**config.mk**
```make
export PLATFORM = sky130hd
export DESIGN_NAME = mfcc_front
export DESIGN_NICKNAME = d
export VERILOG_FILES = /design/src/design/mfcc_pkg.sv /design/src/design/mfcc_front.sv
export SDC_FILE = /design/constraint.sdc
export NUM_CORES = 1
export LEC_CHECK = 0
export BUFFER_PORTS_ARGS = -buffer_cell sky130_fd_sc_hd__buf_4
export CAP_MARGIN = 20
export CORE_MARGIN = 2
export CORE_UTILIZATION = 49
export DETAILED_ROUTE_END_ITERATION = 8
export PLACE_DENSITY = 0.8
export SYNTH_ARGS = -nofsm -noshare
export SYNTH_HDL_FRONTEND = slang
export SYNTH_SLANG_ARGS = --single-unit
```
**constraint.sdc**
```tcl
create_clock -name i_clk -period 3.4 [get_ports i_clk]
set_input_delay 0.34 -clock i_clk [delete_from_list [all_inputs] [get_ports i_clk]]
set_output_delay 0.34 -clock i_clk [all_outputs]
set_load 0.005 [all_outputs]
```
**src/design/mfcc_pkg.sv**
```systemverilog
// ----------------------------------------------------------------------------
// mfcc_pkg
// Shared types, constants and the CRC-16/MODBUS byte update for the Modbus
// frame CRC checker.
// ----------------------------------------------------------------------------
package mfcc_pkg;

    localparam int TAIL_DEPTH_DEF  = 4;
    localparam int COUNT_WIDTH_DEF = 16;

    localparam logic [15:0] CRC_INIT = 16'hFFFF;
    localparam logic [15:0] CRC_POLY = 16'hA001;

    // Configuration register indexes.
    localparam logic [1:0] CFG_CRC_METHOD   = 2'd0;
    localparam logic [1:0] CFG_START_OFFSET = 2'd1;
    localparam logic [1:0] CFG_CRC_BYTES    = 2'd2;

    localparam logic METHOD_MODBUS = 1'b1;

    typedef struct packed {
        logic       crc_method;
        logic [7:0] start_offset;
        logic [2:0] crc_bytes;
    } t_cfg;

    // One classified byte handed from the front part to the back part.
    typedef struct packed {
        logic       crc_en;     // crc_byte enters the CRC
        logic [7:0] crc_byte;
        logic       last;       // frame ends with this byte
        logic       too_short;
        logic       chk_crc;    // pass if the tail equals the final CRC
        logic       zero_ok;    // pass regardless of the CRC
        logic [7:0] exp_lo;     // tail byte expected to hold the CRC low byte
        logic [7:0] exp_hi;
    } t_job;

    // Reflected CRC-16 update over one byte, eight shift steps unrolled.
    function automatic logic [15:0] crc16_update(input logic [15:0] crc,
                                                 input logic [7:0]  data);
        logic [15:0] c;
        c = crc ^ {8'h00, data};
        for (int i = 0; i < 8; i++) begin
            if (c[0]) begin
                c = (c >> 1) ^ CRC_POLY;
            end else begin
                c = c >> 1;
            end
        end
        return c;
    endfunction

endpackage

```
**src/design/mfcc_front.sv**
```systemverilog
// ----------------------------------------------------------------------------
// mfcc_front
// Accepts frame bytes, keeps the tail delay line and byte count, and turns
// each byte into a job for the CRC back part.
// ----------------------------------------------------------------------------
module mfcc_front #(
    parameter int TAIL_DEPTH  = mfcc_pkg::TAIL_DEPTH_DEF,
    parameter int COUNT_WIDTH = mfcc_pkg::COUNT_WIDTH_DEF
) (
    input  logic          i_clk,
    input  logic          i_rst_n,
    input  mfcc_pkg::t_cfg i_cfg,
    input  logic          i_accept,
    input  logic [7:0]    i_data_byte,
    input  logic          i_last_byte,
    output mfcc_pkg::t_job o_job
);
    import mfcc_pkg::*;

    localparam int DW  = $clog2(TAIL_DEPTH + 1);
    localparam int TIW = $clog2(TAIL_DEPTH);

    logic [7:0]             r_tail [TAIL_DEPTH];
    logic [7:0]             n_tail [TAIL_DEPTH];
    logic [COUNT_WIDTH-1:0] r_count;
    logic [COUNT_WIDTH-1:0] n_count;
    logic [DW-1:0]          delay;
    logic [TIW-1:0]         leave_idx;
    logic                   cb_fits;
    logic                   short_frame;
    logic                   all_zero;

    always_comb begin
        delay     = (int'(i_cfg.crc_bytes) > TAIL_DEPTH) ? DW'(TAIL_DEPTH)
                                                         : DW'(i_cfg.crc_bytes);
        leave_idx = TIW'(delay - DW'(1));
        cb_fits   = int'(i_cfg.crc_bytes) <= TAIL_DEPTH;

        n_tail[0] = i_data_byte;
        for (int k = 1; k < TAIL_DEPTH; k++) begin
            n_tail[k] = r_tail[k-1];
        end
        n_count = (&r_count) ? r_count : r_count + COUNT_WIDTH'(1);

        short_frame = n_count < (COUNT_WIDTH'(i_cfg.start_offset)
                                 + COUNT_WIDTH'(i_cfg.crc_bytes)
                                 + COUNT_WIDTH'(1));
        all_zero = 1'b1;
        for (int k = 0; k < TAIL_DEPTH; k++) begin
            if (k < int'(i_cfg.crc_bytes) && n_tail[k] != 8'h00) begin
                all_zero = 1'b0;
            end
        end

        o_job.crc_en    = r_count >= (COUNT_WIDTH'(i_cfg.start_offset)
                                      + COUNT_WIDTH'(delay));
        o_job.crc_byte  = (delay == '0) ? i_data_byte : r_tail[leave_idx];
        o_job.last      = i_last_byte;
        o_job.too_short = short_frame;
        o_job.chk_crc   = !short_frame && cb_fits
                          && (i_cfg.crc_method == METHOD_MODBUS)
                          && (i_cfg.crc_bytes == 3'd2);
        o_job.zero_ok   = !short_frame && cb_fits
                          && (i_cfg.crc_method != METHOD_MODBUS) && all_zero;
        o_job.exp_lo    = n_tail[1];
        o_job.exp_hi    = n_tail[0];
    end

    // The delay line and count restart after the last byte of each frame.
    always_ff @(posedge i_clk) begin
        if (!i_rst_n) begin
            r_count <= '0;
            for (int k = 0; k < TAIL_DEPTH; k++) begin
                r_tail[k] <= 8'h00;
            end
        end else if (i_accept) begin
            if (i_last_byte) begin
                r_count <= '0;
                for (int k = 0; k < TAIL_DEPTH; k++) begin
                    r_tail[k] <= 8'h00;
                end
            end else begin
                r_count <= n_count;
                for (int k = 0; k < TAIL_DEPTH; k++) begin
                    r_tail[k] <= n_tail[k];
                end
            end
        end
    end

endmodule

```
==> run_results.csv <==
group,metric,value,unit
logic_synthesis,synth_edf_count,24,
clocking,ctsRootBufferMaster,"clkbuf_8",
cells_and_area,layout-drive-gt1-share,32.6,%
worst_setup_path,path_max_fanout,5,
worst_setup_path,worstPathRequired,3060,ps
worst_setup_path,r2r_start,"r_count[0]$_SDFFE_PN0P_",
drt,avgViaCountPerCell,6.03,
cells_and_area,layout_commonest_cell,"buf_4",
floorplanning,fp-row-count,31,
power_and_ir_drop,ir_drop,0.188,mV
sta,maxSlewViolCount,0,
logic_synthesis,synth_seq_area_share,33.6,%
place,dp_hpwl,6580,um
floorplanning,die_w,89.4,um
floorplanning,die_h,89.4,um
floorplanning,pin_count,53,
run,max-cap-violations,0,
clocking,h-tree-depth,2,
logic_synthesis,syn_inst,371,
global_route,grt_usage,23.7,%
global_route,gr-total-overflow,0,
clocking,cts_buffers,5,
logic_synthesis,syn_nets,421,
drt,wire_per_inst,17.5,um
sta,fmax,295,MHz
global_route,antenna_found_initial,0,
cells_and_area,design_area,4220,um^2
cells_and_area,nets,466,
logic_synthesis,async_flop_share,0,%
sta,hold_violations,0,
drt,ant_nets,0,
worst_setup_path,end_kind,"output pin",
place,place_ws,-183,ps
clocking,cts-hold-fix-buffers,0,
place,io_buffer_count,52,
worst_setup_path,crit_arrival,3040,ps
place,place_area,3990,um^2
drt,routed_wirelength,9030,um
place,place_congestion,0.878,
cells_and_area,area_growth,18.0,%
sta,fin_crit_sh,99.5,%
status,status,"completed",
global_route,grt_pass1_vias,3055,
drt,vias,3111,
clocking,clockBufferDepth,2,
logic_synthesis,syn_area_per_cell,9.63,um^2
floorplanning,start_util,50.1,%
clocking,cts_tree,"done",
worst_setup_path,criticalPathCategory,"flop to output pin",
floorplanning,core,7140,um^2
drt,drt_iter0_drc,220,
sta,fin_ws,15.9,ps
cells_and_area,final_cell_mix,"77 x buf_4, 25 x and3_1, 24 x edfxtp_1",
sta,rsz0062_at_grt,"yes",
sta,fin_worst_skew,8.55,ps
sta,min_period,3380,ps
power_and_ir_drop,p_total,1.25,mW
cells_and_area,n_antenna_cell,0,
hold_path,hp-start,"i_accept",
logic_synthesis,yosysWarnings,0,
global_route,grt_max_degree,40,
drt,drc,0,
clocking,clk_latency,310,ps
logic_synthesis,synth_cell_types,57,
clocking,cts_num_sinks,48,
clocking,clk_pin_slew,90,ps
logic_synthesis,netlist_area,3570,um^2
power_and_ir_drop,p_per_area,296,nW/um^2
worst_setup_path,start_kind,"flop",
logic_synthesis,ys.flop_type,"edfxtp_1",
hold_path,min_path_type,"primary input to flop",
floorplanning,die_area,7990,um^2
sta,final.setup.tns,0,ps
logic_synthesis,ys_ff_latch,48,
drt,drt_pass1_iterations,6,
power_and_ir_drop,p_leak,1.86,nW
sta,tightestPinTransition,648,ps
sta,slew_headroom,56.2,%
sta,setup_viol,0,
worst_setup_path,setup.worst_path.start,"r_count[6]$_SDFFE_PN0P_",
global_route,grt_pass1_wl,14700,um
[power breakdown]
group / switching (mW) / internal [mW]
Clock: 0.198 / 0.144
Combinational: 0.129 / 0.133
Sequential: 0.0182 / 0.627
[synth_stat cells, types with 6 or more instances]
| cell type | number | area share (%) |
|---|---|---|
| mux2_2 | 9 | 2.8 |
| buf_4 | 18 | 3.8 |
| nor2_1 | 12 | 1.3 |
| nand2_1 | 19 | 2.0 |
| edfxtp_1 | 24 | 20 |
| a31oi_1 | 6 | 1.1 |
| a22oi_1 | 8 | 1.7 |
| nand4_1 | 6 | 1.1 |
| a21oi_1 | 15 | 2.1 |
| nand3_1 | 14 | 2.0 |
| dfxtp_1 | 24 | 13 |
| nand2b_1 | 7 | 1.2 |
| nor4_1 | 9 | 1.6 |
| clkbuf_1 | 15 | 1.6 |
| nor2b_1 | 12 | 2.1 |
| and3_1 | 26 | 4.6 |
| mux4_2 | 8 | 5.0 |
| xnor2_1 | 12 | 2.9 |
| o21ai_0 | 22 | 3.1 |
| inv_1 | 13 | 1.4 |
| xor2_1 | 10 | 2.5 |
| ha_1 | 24 | 8.4 |
[metal layers]
layer | vias to the layer above | global-route usage, % | share of wire [%]
met5 | - | 0 | 0
met2 | 122 | 42.0 | 50
met1 | 1518 | 30.0 | 42
met3 | 24 | 3.97 | 6.4
met4 | 0 | 6.11 | 1.7
li1 | 1447 | - | -
[registers in the layout (all words and copies together), names as in the netlist]
signal   cells
r_count     16
r_tail      32
[what timing repair did]
item,in CTS,in global routing
gates resized for setup,13,16
buffers inserted,4,3
hold endpoints to repair,0,0
endpoints found under the setup margin,3,3
pin swaps,8,9
[logic make-up after synthesis]
group           count (synthesis)  synth area share (%)
buf+inv                        53                  8.16
mux                            18                  8.16
compound gates                 76                  14.2
fa+ha+maj                      26                  9.52
simple gates                  128                  20.9
flops                          48                  33.6
xor+xnor                       22                  5.39
[layout make-up]
type	count	area [um^2]
tap	99	124
clock inverter	3	17.5
fill	628	2920
multi-input combinational	270	2160
clock buffer	5	68.8
timing repair buffer	78	589
inverter	13	48.8
sequential	48	1210
[critical path, cell delays in order, from the launching register on]
cell	delay, ps
dfxtp_2	380
and4_4	260
and4_4	280
nand2_1	170
mux2_2	340
ha_1	270
o21a_1	200
o211ai_1	190
nand3_1	100
o211ai_1	110
buf_4	170
and3_4	170
buf_6	90
[stage by stage]
step | instances | hold slack, ps | utilization (%)
final | 516 | 352 | 59.1
after global routing | 516 | 355 | 59.1
after CTS | 513 | 349 | 58.0
after detailed placement | 501 | 524 | 55.9
after global placement | 501 | 505 | 55.9
after floorplan | 371 | 483 | -
[path summary, 6_finish.rpt]
check / slack, ps / to / cells after the start
max: 20 / o_job[18] / 12
min: 350 / r_count[4]$_SDFFE_PN0P_ / 4
max reg2reg: 1620 / r_count[13]$_SDFFE_PN0P_ / 8
min reg2reg: 500 / r_count[6]$_SDFFE_PN0P_ / 1
Note: power is estimated with default switching activity, not from simulation.
